**config.mk**
```make
export PLATFORM = sky130hd
export DESIGN_NAME = dcd_walker_flat
export DESIGN_NICKNAME = d
export VERILOG_FILES = /design/src/rtl/core/directed_cycle_detector_macros.svh /design/src/rtl/core/dcd_pkg.sv /design/src/rtl/core/dcd_ifs.sv /design/src/rtl/core/dcd_walker.sv /design/src/flat_wrapper.sv
export SDC_FILE = /design/constraint.sdc
export NUM_CORES = 1
export LEC_CHECK = 0
export BUFFER_PORTS_ARGS = -buffer_cell sky130_fd_sc_hd__buf_4
export CAP_MARGIN = 15
export CORE_ASPECT_RATIO = 0.75
export CORE_MARGIN = 2
export CORE_UTILIZATION = 60
export CTS_CLUSTER_DIAMETER = 200
export CTS_CLUSTER_SIZE = 10
export DETAILED_ROUTE_END_ITERATION = 8
export GPL_TIMING_DRIVEN = 0
export PLACE_DENSITY_LB_ADDON = 0.15
export SLEW_MARGIN = 5
export SYNTH_ARGS = -nofsm -noshare
export SYNTH_HDL_FRONTEND = slang
export SYNTH_SLANG_ARGS = --single-unit
export TNS_END_PERCENT = 20
```
**constraint.sdc**
```tcl
create_clock -name clk -period 4.4 [get_ports clk]
set_input_delay 0.88 -clock clk [delete_from_list [all_inputs] [get_ports clk]]
set_output_delay 0.88 -clock clk [all_outputs]
set_load 0.005 [all_outputs]
```
**src/rtl/core/directed_cycle_detector_macros.svh**
```systemverilog
// ----------------------------------------------------------------------------
// directed cycle detector assertion macros
// shared property forms, sampled on clk and disabled during rst
// ----------------------------------------------------------------------------
`ifndef DIRECTED_CYCLE_DETECTOR_MACROS_SVH
`define DIRECTED_CYCLE_DETECTOR_MACROS_SVH

// same-cycle implication
`define DCD_ASSERT_IMP(label, ante, cons) \
  label: assert property (@(posedge clk) disable iff (rst) (ante) |-> (cons)) \
    else $error("dcd: same-cycle check failed");

// next-cycle implication
`define DCD_ASSERT_NEXT(label, ante, cons) \
  label: assert property (@(posedge clk) disable iff (rst) (ante) |=> (cons)) \
    else $error("dcd: next-cycle check failed");

`endif

```
**src/rtl/core/dcd_pkg.sv**
```systemverilog
// ----------------------------------------------------------------------------
// dcd_pkg
// shared constants, codes and types of the directed cycle detector
// ----------------------------------------------------------------------------
`default_nettype none

package dcd_pkg;

  localparam int unsigned DCD_MAX_NODES = 1024;
  localparam int unsigned DCD_MAX_EDGES = 4096;

  localparam int unsigned NODE_W     = 11;
  localparam int unsigned STATUS_W   = 2;
  localparam int unsigned APB_ADDR_W = 3;
  localparam int unsigned APB_DATA_W = 32;
  localparam int unsigned REG_IDX_W  = 1;

  localparam logic [REG_IDX_W-1:0] REG_NODE_COUNT   = 1'b0;
  localparam logic [NODE_W-1:0]    NODE_COUNT_RESET = 11'd1;

  localparam logic ACT_EDGE = 1'b0;
  localparam logic ACT_RUN  = 1'b1;

  typedef enum logic [1:0] {
    COL_NEW  = 2'd0,
    COL_OPEN = 2'd1,
    COL_DONE = 2'd2
  } colour_t;

  typedef enum logic [STATUS_W-1:0] {
    STATUS_OK    = 2'd0,
    STATUS_FULL  = 2'd1,
    STATUS_RANGE = 2'd2
  } status_t;

  typedef enum logic [3:0] {
    ST_CLEAR,
    ST_IDLE,
    ST_RUN_START,
    ST_SCAN,
    ST_SCAN_CHK,
    ST_STEP,
    ST_EDGE,
    ST_TGT,
    ST_PUSH,
    ST_POP,
    ST_RESULT
  } walk_state_t;

  typedef struct packed {
    logic colour;
    logic link;
    logic parent;
  } node_we_t;

  typedef struct packed {
    logic    acyclic;
    status_t status;
  } result_t;

endpackage

`default_nettype wire

```
**src/rtl/core/dcd_ifs.sv**
```systemverilog
// ----------------------------------------------------------------------------
// dcd channel interfaces
// valid/ready channels for edge and run items and for results
// ----------------------------------------------------------------------------
`default_nettype none

interface dcd_in_if;
  import dcd_pkg::*;

  logic              valid;
  logic              ready;
  logic              action;
  logic [NODE_W-1:0] src_node;
  logic [NODE_W-1:0] dst_node;

  modport source (output valid, output action, output src_node, output dst_node,
                  input ready);
  modport sink   (input valid, input action, input src_node, input dst_node,
                  output ready);
endinterface


`default_nettype wire

```
**src/rtl/core/dcd_walker.sv**
```systemverilog
// ----------------------------------------------------------------------------
// dcd_walker
// edge load pipeline, depth-first walk sequencer and node store clearing
// ----------------------------------------------------------------------------
`default_nettype none

module dcd_walker #(
  parameter  int unsigned MAX_NODES = dcd_pkg::DCD_MAX_NODES,
  parameter  int unsigned MAX_EDGES = dcd_pkg::DCD_MAX_EDGES,
  localparam int unsigned IDW = $clog2(MAX_NODES + 1),
  localparam int unsigned NAW = $clog2(MAX_NODES),
  localparam int unsigned LKW = $clog2(MAX_EDGES + 1),
  localparam int unsigned EAW = (MAX_EDGES > 1) ? $clog2(MAX_EDGES) : 1
) (
  input  logic              clk,
  input  logic              rst,
  dcd_in_if.sink            in_ch,
  input  logic [IDW-1:0]    node_limit,
  output logic              res_valid,
  input  logic              res_ready,
  output dcd_pkg::result_t  res,
  output logic [NAW-1:0]    nm_rd_addr,
  input  dcd_pkg::colour_t  nm_rd_colour,
  input  logic [LKW-1:0]    nm_rd_link,
  input  logic [IDW-1:0]    nm_rd_parent,
  output logic [NAW-1:0]    nm_wr_addr,
  output dcd_pkg::node_we_t nm_we,
  output dcd_pkg::colour_t  nm_wr_colour,
  output logic [LKW-1:0]    nm_wr_link,
  output logic [IDW-1:0]    nm_wr_parent,
  output logic [EAW-1:0]    em_rd_addr,
  input  logic [LKW-1:0]    em_rd_next,
  input  logic [IDW-1:0]    em_rd_target,
  output logic              em_we,
  output logic [EAW-1:0]    em_wr_addr,
  output logic [LKW-1:0]    em_wr_next,
  output logic [IDW-1:0]    em_wr_target
);
  import dcd_pkg::*;

  localparam int unsigned SCW = $clog2(MAX_NODES + 2);

  walk_state_t    state, state_next;
  logic [NAW-1:0] clr_addr, clr_addr_next;
  logic [LKW-1:0] edges_stored, edges_stored_next;
  status_t        load_error, load_error_next;

  logic           ld_valid, ld_valid_next;
  logic [NAW-1:0] ld_addr, ld_addr_next;
  logic [IDW-1:0] ld_dst, ld_dst_next;
  logic [EAW-1:0] ld_slot, ld_slot_next;
  logic           fwd_valid, fwd_valid_next;
  logic [NAW-1:0] fwd_addr, fwd_addr_next;
  logic [LKW-1:0] fwd_link, fwd_link_next;

  logic [SCW-1:0] scan_i, scan_i_next;
  logic [IDW-1:0] top_node, top_node_next;
  logic [LKW-1:0] top_cur, top_cur_next;
  logic [IDW-1:0] top_parent, top_parent_next;
  logic [IDW-1:0] tgt, tgt_next;
  logic           acyclic, acyclic_next;

  logic           in_accept;
  logic           src_ok;
  logic           dst_ok;
  logic [LKW-1:0] ld_link;
  logic [LKW-1:0] ld_head;

  function automatic logic [NAW-1:0] id_addr(input logic [IDW-1:0] id);
    return NAW'(id - IDW'(1));
  endfunction

  assign in_ch.ready = (state == ST_IDLE);
  assign in_accept   = in_ch.valid && in_ch.ready;

  assign src_ok = (in_ch.src_node != '0) && (32'(in_ch.src_node) <= 32'(node_limit));
  assign dst_ok = (in_ch.dst_node != '0) && (32'(in_ch.dst_node) <= 32'(node_limit));

  // forward the head written at the same edge as this read
  assign ld_link = LKW'(ld_slot) + LKW'(1);
  assign ld_head = (fwd_valid && (fwd_addr == ld_addr)) ? fwd_link : nm_rd_link;

  assign res.acyclic = acyclic;
  assign res.status  = load_error;

  always_ff @(posedge clk) begin
    if (rst) begin
      state        <= ST_CLEAR;
      clr_addr     <= '0;
      edges_stored <= '0;
      load_error   <= STATUS_OK;
      ld_valid     <= 1'b0;
      fwd_valid    <= 1'b0;
    end else begin
      state        <= state_next;
      clr_addr     <= clr_addr_next;
      edges_stored <= edges_stored_next;
      load_error   <= load_error_next;
      ld_valid     <= ld_valid_next;
      fwd_valid    <= fwd_valid_next;
    end
  end

  always_ff @(posedge clk) begin
    ld_addr    <= ld_addr_next;
    ld_dst     <= ld_dst_next;
    ld_slot    <= ld_slot_next;
    fwd_addr   <= fwd_addr_next;
    fwd_link   <= fwd_link_next;
    scan_i     <= scan_i_next;
    top_node   <= top_node_next;
    top_cur    <= top_cur_next;
    top_parent <= top_parent_next;
    tgt        <= tgt_next;
    acyclic    <= acyclic_next;
  end

  always_comb begin
    state_next        = state;
    clr_addr_next     = clr_addr;
    edges_stored_next = edges_stored;
    load_error_next   = load_error;
    ld_valid_next     = 1'b0;
    ld_addr_next      = ld_addr;
    ld_dst_next       = ld_dst;
    ld_slot_next      = ld_slot;
    fwd_valid_next    = ld_valid;
    fwd_addr_next     = ld_addr;
    fwd_link_next     = ld_link;
    scan_i_next       = scan_i;
    top_node_next     = top_node;
    top_cur_next      = top_cur;
    top_parent_next   = top_parent;
    tgt_next          = tgt;
    acyclic_next      = acyclic;

    nm_rd_addr   = '0;
    nm_wr_addr   = '0;
    nm_we        = '0;
    nm_wr_colour = COL_NEW;
    nm_wr_link   = '0;
    nm_wr_parent = '0;
    em_rd_addr   = '0;
    em_we        = 1'b0;
    em_wr_addr   = ld_slot;
    em_wr_next   = ld_head;
    em_wr_target = ld_dst;
    res_valid    = 1'b0;

    // second stage of an edge load: link the new edge in front of its list
    if (ld_valid) begin
      em_we      = 1'b1;
      nm_wr_addr = ld_addr;
      nm_we.link = 1'b1;
      nm_wr_link = ld_link;
    end

    case (state)
      ST_CLEAR: begin
        nm_wr_addr = clr_addr;
        nm_we      = '1;
        if (clr_addr == NAW'(MAX_NODES - 1)) begin
          state_next = ST_IDLE;
        end else begin
          clr_addr_next = clr_addr + NAW'(1);
        end
      end
      ST_IDLE: begin
        nm_rd_addr = id_addr(IDW'(in_ch.src_node));
        if (in_accept) begin
          if (in_ch.action == ACT_RUN) begin
            state_next = ST_RUN_START;
          end else if (!(src_ok && dst_ok)) begin
            if (load_error == STATUS_OK) begin
              load_error_next = STATUS_RANGE;
            end
          end else if (edges_stored >= LKW'(MAX_EDGES)) begin
            if (load_error == STATUS_OK) begin
              load_error_next = STATUS_FULL;
            end
          end else begin
            ld_valid_next     = 1'b1;
            ld_addr_next      = id_addr(IDW'(in_ch.src_node));
            ld_dst_next       = IDW'(in_ch.dst_node);
            ld_slot_next      = EAW'(edges_stored);
            edges_stored_next = edges_stored + LKW'(1);
          end
        end
      end
      ST_RUN_START: begin
        scan_i_next = SCW'(1);
        state_next  = ST_SCAN;
      end
      ST_SCAN: begin
        if (32'(scan_i) > 32'(node_limit)) begin
          acyclic_next = 1'b1;
          state_next   = ST_RESULT;
        end else begin
          nm_rd_addr = NAW'(scan_i - SCW'(1));
          state_next = ST_SCAN_CHK;
        end
      end
      ST_SCAN_CHK: begin
        if (nm_rd_colour == COL_NEW) begin
          nm_wr_addr      = NAW'(scan_i - SCW'(1));
          nm_we.colour    = 1'b1;
          nm_we.parent    = 1'b1;
          nm_wr_colour    = COL_OPEN;
          nm_wr_parent    = '0;
          top_node_next   = IDW'(scan_i);
          top_cur_next    = nm_rd_link;
          top_parent_next = '0;
          state_next      = ST_STEP;
        end else begin
          scan_i_next = scan_i + SCW'(1);
          state_next  = ST_SCAN;
        end
      end
      ST_STEP: begin
        if (top_cur == '0) begin
          nm_wr_addr   = id_addr(top_node);
          nm_we.colour = 1'b1;
          nm_wr_colour = COL_DONE;
          if (top_parent == '0) begin
            scan_i_next = scan_i + SCW'(1);
            state_next  = ST_SCAN;
          end else begin
            nm_rd_addr = id_addr(top_parent);
            state_next = ST_POP;
          end
        end else begin
          em_rd_addr = EAW'(top_cur - LKW'(1));
          state_next = ST_EDGE;
        end
      end
      ST_POP: begin
        top_node_next   = top_parent;
        top_cur_next    = nm_rd_link;
        top_parent_next = nm_rd_parent;
        state_next      = ST_STEP;
      end
      ST_EDGE: begin
        top_cur_next = em_rd_next;
        tgt_next     = em_rd_target;
        nm_rd_addr   = id_addr(em_rd_target);
        state_next   = ST_TGT;
      end
      ST_TGT: begin
        if (nm_rd_colour == COL_OPEN) begin
          acyclic_next = 1'b0;
          state_next   = ST_RESULT;
        end else if (nm_rd_colour == COL_NEW) begin
          // save the parent's cursor, descend into the target
          nm_wr_addr      = id_addr(top_node);
          nm_we.link      = 1'b1;
          nm_wr_link      = top_cur;
          top_parent_next = top_node;
          top_node_next   = tgt;
          top_cur_next    = nm_rd_link;
          state_next      = ST_PUSH;
        end else begin
          state_next = ST_STEP;
        end
      end
      ST_PUSH: begin
        nm_wr_addr   = id_addr(top_node);
        nm_we.colour = 1'b1;
        nm_we.parent = 1'b1;
        nm_wr_colour = COL_OPEN;
        nm_wr_parent = top_parent;
        state_next   = ST_STEP;
      end
      ST_RESULT: begin
        res_valid = 1'b1;
        if (res_ready) begin
          edges_stored_next = '0;
          load_error_next   = STATUS_OK;
          clr_addr_next     = '0;
          state_next        = ST_CLEAR;
        end
      end
      default: begin
        clr_addr_next = '0;
        state_next    = ST_CLEAR;
      end
    endcase
  end

endmodule

`default_nettype wire

```
**src/flat_wrapper.sv**
```systemverilog
// flat-port wrapper written by rule: the top's interface ports become plain ports
module dcd_walker_flat import dcd_pkg::*;
#(
  parameter  int unsigned MAX_NODES = dcd_pkg::DCD_MAX_NODES,
  parameter  int unsigned MAX_EDGES = dcd_pkg::DCD_MAX_EDGES,
  localparam int unsigned IDW = $clog2(MAX_NODES + 1),
  localparam int unsigned NAW = $clog2(MAX_NODES),
  localparam int unsigned LKW = $clog2(MAX_EDGES + 1),
  localparam int unsigned EAW = (MAX_EDGES > 1) ? $clog2(MAX_EDGES) : 1
)
  (clk, rst, node_limit, res_valid, res_ready, res, nm_rd_addr, nm_rd_colour, nm_rd_link, nm_rd_parent, nm_wr_addr, nm_we, nm_wr_colour, nm_wr_link, nm_wr_parent, em_rd_addr, em_rd_next, em_rd_target, em_we, em_wr_addr, em_wr_next, em_wr_target, in_ch_valid, in_ch_action, in_ch_src_node, in_ch_dst_node, in_ch_ready);
  dcd_in_if in_ch_i ();
  input  logic clk;
  input  logic rst;
  input  logic [IDW-1:0] node_limit;
  output logic res_valid;
  input  logic res_ready;
  output dcd_pkg::result_t res;
  output logic [NAW-1:0] nm_rd_addr;
  input  dcd_pkg::colour_t nm_rd_colour;
  input  logic [LKW-1:0] nm_rd_link;
  input  logic [IDW-1:0] nm_rd_parent;
  output logic [NAW-1:0] nm_wr_addr;
  output dcd_pkg::node_we_t nm_we;
  output dcd_pkg::colour_t nm_wr_colour;
  output logic [LKW-1:0] nm_wr_link;
  output logic [IDW-1:0] nm_wr_parent;
  output logic [EAW-1:0] em_rd_addr;
  input  logic [LKW-1:0] em_rd_next;
  input  logic [IDW-1:0] em_rd_target;
  output logic em_we;
  output logic [EAW-1:0] em_wr_addr;
  output logic [LKW-1:0] em_wr_next;
  output logic [IDW-1:0] em_wr_target;
  input wire logic [$bits(in_ch_i.valid)-1:0] in_ch_valid;
  input wire logic [$bits(in_ch_i.action)-1:0] in_ch_action;
  input wire logic [$bits(in_ch_i.src_node)-1:0] in_ch_src_node;
  input wire logic [$bits(in_ch_i.dst_node)-1:0] in_ch_dst_node;
  output wire logic [$bits(in_ch_i.ready)-1:0] in_ch_ready;
  assign in_ch_i.valid = in_ch_valid;
  assign in_ch_i.action = in_ch_action;
  assign in_ch_i.src_node = in_ch_src_node;
  assign in_ch_i.dst_node = in_ch_dst_node;
  assign in_ch_ready = in_ch_i.ready;
  dcd_walker #(.MAX_NODES(MAX_NODES), .MAX_EDGES(MAX_EDGES)) u_core (.clk(clk), .rst(rst), .in_ch(in_ch_i), .node_limit(node_limit), .res_valid(res_valid), .res_ready(res_ready), .res(res), .nm_rd_addr(nm_rd_addr), .nm_rd_colour(nm_rd_colour), .nm_rd_link(nm_rd_link), .nm_rd_parent(nm_rd_parent), .nm_wr_addr(nm_wr_addr), .nm_we(nm_we), .nm_wr_colour(nm_wr_colour), .nm_wr_link(nm_wr_link), .nm_wr_parent(nm_wr_parent), .em_rd_addr(em_rd_addr), .em_rd_next(em_rd_next), .em_rd_target(em_rd_target), .em_we(em_we), .em_wr_addr(em_wr_addr), .em_wr_next(em_wr_next), .em_wr_target(em_wr_target));
endmodule
```
==> parameters.txt <==
Parameter                              Value

Clock tree
  TritonCTS clock tree    yes
  CTS H-tree depth    4
  Deepest clock path buffer count    2
  Clock-pin slew reported for the worst setup and hold paths after clock tree synthesis    60 ps
  Buffer cell driving the clock tree root    sky130_fd_sc_hd__clkbuf_16
  Hold_buf cts    0
  Clock latency at the later pin of the worst-skew pair    430 ps
  Buffers inserted during post-CTS setup optimization    0
  Clk sink count    145
  Number of buffers created by CTS    17

Power and ir drop
  Total chip power    3.20 mW
  Sequential Power Share    45.1%
  Logic pwr share    7.0%
  Power spent charging and discharging nets    0.705 mW
  Leakage power figure    4.52 nW
  Areal power density over the cells    290 mW/mm2
  IR Drop Worst-Case VDD    0.000267 V
  Proportion of power drawn by the clock network    47.9%
  Switch share    22.1%
  Internal Power    2.49 mW

Synth
  Ys Warns    0
  EDFF count, synth    91
  Number of nets produced by synthesis    1,056
  Number of flip-flops and latches in the synthesized netlist    145
  Gate Count Post-Synth    924
  Post-synth top flop    sky130_fd_sc_hd__edfxtp_1
  Seq/Total Area, Yosys    43.6%
  Proportion of register bits with asynchronous set or reset after synthesis    0%
  Cell Area, Synth    0.00874 mm2
  Post-synth cell types    70
  Avg Synthesized Cell Area    9.46 um2

Flow run
  MaxCap Viol Count    0

Setup path
  Cells on worst reg2reg path    5
  WP data arrival    3290 ps
  Worst Setup End Kind    output port
  Biggest fanout along the worst timing path    10
  Register-to-register setup slack    1190 ps
  Launching element type of the critical path    flop
  Required time of the critical path    3520 ps
  CP Class    flop to output port

Hold path
  Class of the most critical hold timing path    flop to flop
  Hold Crit Depth    0

Routing
  Routed length per instance    20.6 um
  Via count    8,333
  Wire length after detailed routing    27,700 um
  Detailed-router iteration count before antenna repair    6
  Avg Vias per Cell    6.19
  Violation count after the first detailed-routing iteration    1,040
  Antenna-violating nets left    0
  Remaining routing DRC violations    0

Global routing
  Maximum number of pins on one net before global-route repair    43
  Global-route wire length before repair    41,400 um
  Global-route congestion overflow total    0
  Vias in the first global route    7,616
  Total routing usage reported by global routing    35.4%
  Antenna violations before repair    2

Timing
  Clock skew after layout    7.87 ps
  Slew margin rel.    32.2%
  Time the final worst path needs with I/O delays and setup    4170 ps
  Post-Route Setup TNS    0 ps
  Pins over their slew limit    0
  Unrepaired setup endpoints after global routing    false
  Actual slew at the worst max-slew pin    1020 ps
  Part of the cycle the worst path needs    94.7%
  Slack of the critical path    235 ps
  Fin Hold WS    452 ps
  Hold Vio Cnt, Final    0
  Fmax achieved    240 MHz
  Final number of setup-violating endpoints    0

Floorplan
  IO Pins    191
  Std-Cell Core Area    0.0144 mm2
  Die Width    143 um
  Number of standard-cell rows in the floorplan    38
  Area enclosed by the die boundary    0.0156 mm2
  Die height    109 um
  Starting Density    60.9%

Final layout
  Share of cells above drive strength 1    23.0%
  Synth-to-Final Area Change    26.4%
  Fin nets    1,265
  Final std cells w/o fill    1,347
  Design area    0.0110 mm2
  Share of the core filled with cells in the final layout    76.9%
  Fill cell total of the finished layout    1,043

Placed design
  Global placer's final weighted congestion    0.988
  Port buffer count    189
  Pre-CTS setup slack    -176 ps
  HPWL reported at the end of detailed placement    20,800 um
  Cell count after placement    1,313
  Cell area after placement    0.0104 mm2

Run status
  Outcome    finished clean
[area by class of cell]
cell class / instances / area, um2 / area share (%)
diodes: 1 / 2.50 / 0.0227
flip-flops and latches: 145 / 3810 / 34.5
plain buffers: 41 / 188 / 1.70
repair buffers: 190 / 1430 / 12.9
multi-input cells: 696 / 4590 / 41.5
well taps: 200 / 250 / 2.27
inverters: 42 / 158 / 1.43
clock inverters: 15 / 190 / 1.72
clock buffers: 17 / 425 / 3.85
[synthesized netlist by cell type, types with 9 or more instances]
cell type / instances / share of area, %
sky130_fd_sc_hd__a21oi_1: 27 / 1.5
sky130_fd_sc_hd__a221o_1: 11 / 1.3
sky130_fd_sc_hd__a22o_1: 19 / 1.9
sky130_fd_sc_hd__a22oi_1: 19 / 1.6
sky130_fd_sc_hd__and3_1: 27 / 1.9
sky130_fd_sc_hd__clkbuf_1: 29 / 1.2
sky130_fd_sc_hd__dfxtp_1: 54 / 12
sky130_fd_sc_hd__edfxtp_1: 91 / 31
sky130_fd_sc_hd__ha_1: 44 / 6.3
sky130_fd_sc_hd__inv_1: 41 / 1.8
sky130_fd_sc_hd__mux2_2: 13 / 1.7
sky130_fd_sc_hd__nand2_1: 126 / 5.4
sky130_fd_sc_hd__nand3_1: 29 / 1.7
sky130_fd_sc_hd__nand4_1: 14 / 1.0
sky130_fd_sc_hd__nor2_1: 74 / 3.2
sky130_fd_sc_hd__nor3_1: 28 / 1.6
sky130_fd_sc_hd__nor4_1: 14 / 1.0
sky130_fd_sc_hd__o21ai_0: 34 / 1.9
sky130_fd_sc_hd__o221ai_1: 9 / 0.90
sky130_fd_sc_hd__or3_1: 10 / 0.72
sky130_fd_sc_hd__xnor2_1: 47 / 4.7
sky130_fd_sc_hd__xor2_1: 39 / 3.9
[cell usage in the layout, fill, tap and decap left out, drive strengths merged, types with 9 or more instances in the layout]
cell type,instances
edfxtp,91
and3,28
a21oi,27
xor2,39
a221o,11
nand3,29
nor3,28
a22oi,19
nor4,14
clkbuf,47
inv,43
dfxtp,54
or4,9
o21ai,34
or3,10
o221ai,9
buf,200
a22o,19
xnor2,47
nor2,74
ha,44
nand2,127
mux2,13
nand4,14
[flip-flops by register name, indices dropped and copies added, names as in the netlist]
signal and count:
u_core.fwd_valid_next 1, u_core.acyclic 1, u_core.fwd_link 13, u_core.clr_addr 10
u_core.scan_i 11, u_core.state 4, u_core.top_node 11, u_core.fwd_valid 1
u_core.em_wr_target 11, u_core.fwd_addr 10, u_core.tgt 11, u_core.fwd_addr_next 10
u_core.edges_stored 13, u_core.top_parent 11, u_core.em_wr_addr 12, u_core.top_cur 13
u_core.load_error 2
[cells by family after synthesis]
logic type | count (synthesis) | synth area share [%]
buffers and inverters | 83 | 3.95
adder cells (fa/ha/maj) | 44 | 6.30
AND/OR/NAND/NOR | 381 | 21.6
flip-flops | 145 | 43.6
XOR/XNOR | 86 | 8.62
AO/OA/AOI/OAI | 172 | 14.2
multiplexers | 13 | 1.68
[timing repair]
action,4_1_cts,5_1_grt
setup endpoints to repair,9,9
resized for setup,1,1
hold endpoints to repair,0,0
[worst paths after layout]
kind | from | end
max reg2reg | u_core.top_parent[5]$_DFFE_PP_ | u_core.scan_i[8]$_SDFFCE_PN0P_
min | u_core.fwd_addr_next[9]$_DFFE_PP_ | u_core.fwd_addr[9]$_DFF_P_
max | u_core.state[3]$_SDFFE_PP0P_ | nm_wr_addr[5]
min reg2reg | u_core.fwd_addr_next[9]$_DFFE_PP_ | u_core.fwd_addr[9]$_DFF_P_
[worst max-delay path, stage by stage (launching register included)]
cell                       delay [ps]
sky130_fd_sc_hd__dfxtp_1          380
sky130_fd_sc_hd__or2b_2           340
sky130_fd_sc_hd__nor2_1           490
sky130_fd_sc_hd__inv_1            230
sky130_fd_sc_hd__nor2_1           410
sky130_fd_sc_hd__clkbuf_1         480
sky130_fd_sc_hd__o311ai_0         320
sky130_fd_sc_hd__buf_4            210
[routing by layer]
| layer | vias up | share of wire (%) | track usage, % |
|---|---|---|---|
| met2 | 504 | 44 | 51.7 |
| met1 | 3939 | 41 | 49.5 |
| met3 | 75 | 12 | 10.9 |
| li1 | 3815 | - | - |
| met4 | 0 | 2.7 | 13.2 |
| met5 | - | 0 | 0 |
[power groups by stage]
stage / clock (mW) / sequential [mW] / combinational (mW)
3_3_place_gp: 0 / 1.47 / 0.209
4_1_cts: 1.53 / 1.44 / 0.219
3_5_place_dp: 0 / 1.47 / 0.216
2_1_floorplan: 0 / 1.47 / 0.0960
6_report: 1.53 / 1.44 / 0.224
5_1_grt: 1.59 / 1.44 / 0.244
Note: power is estimated with default switching activity, not from simulation.
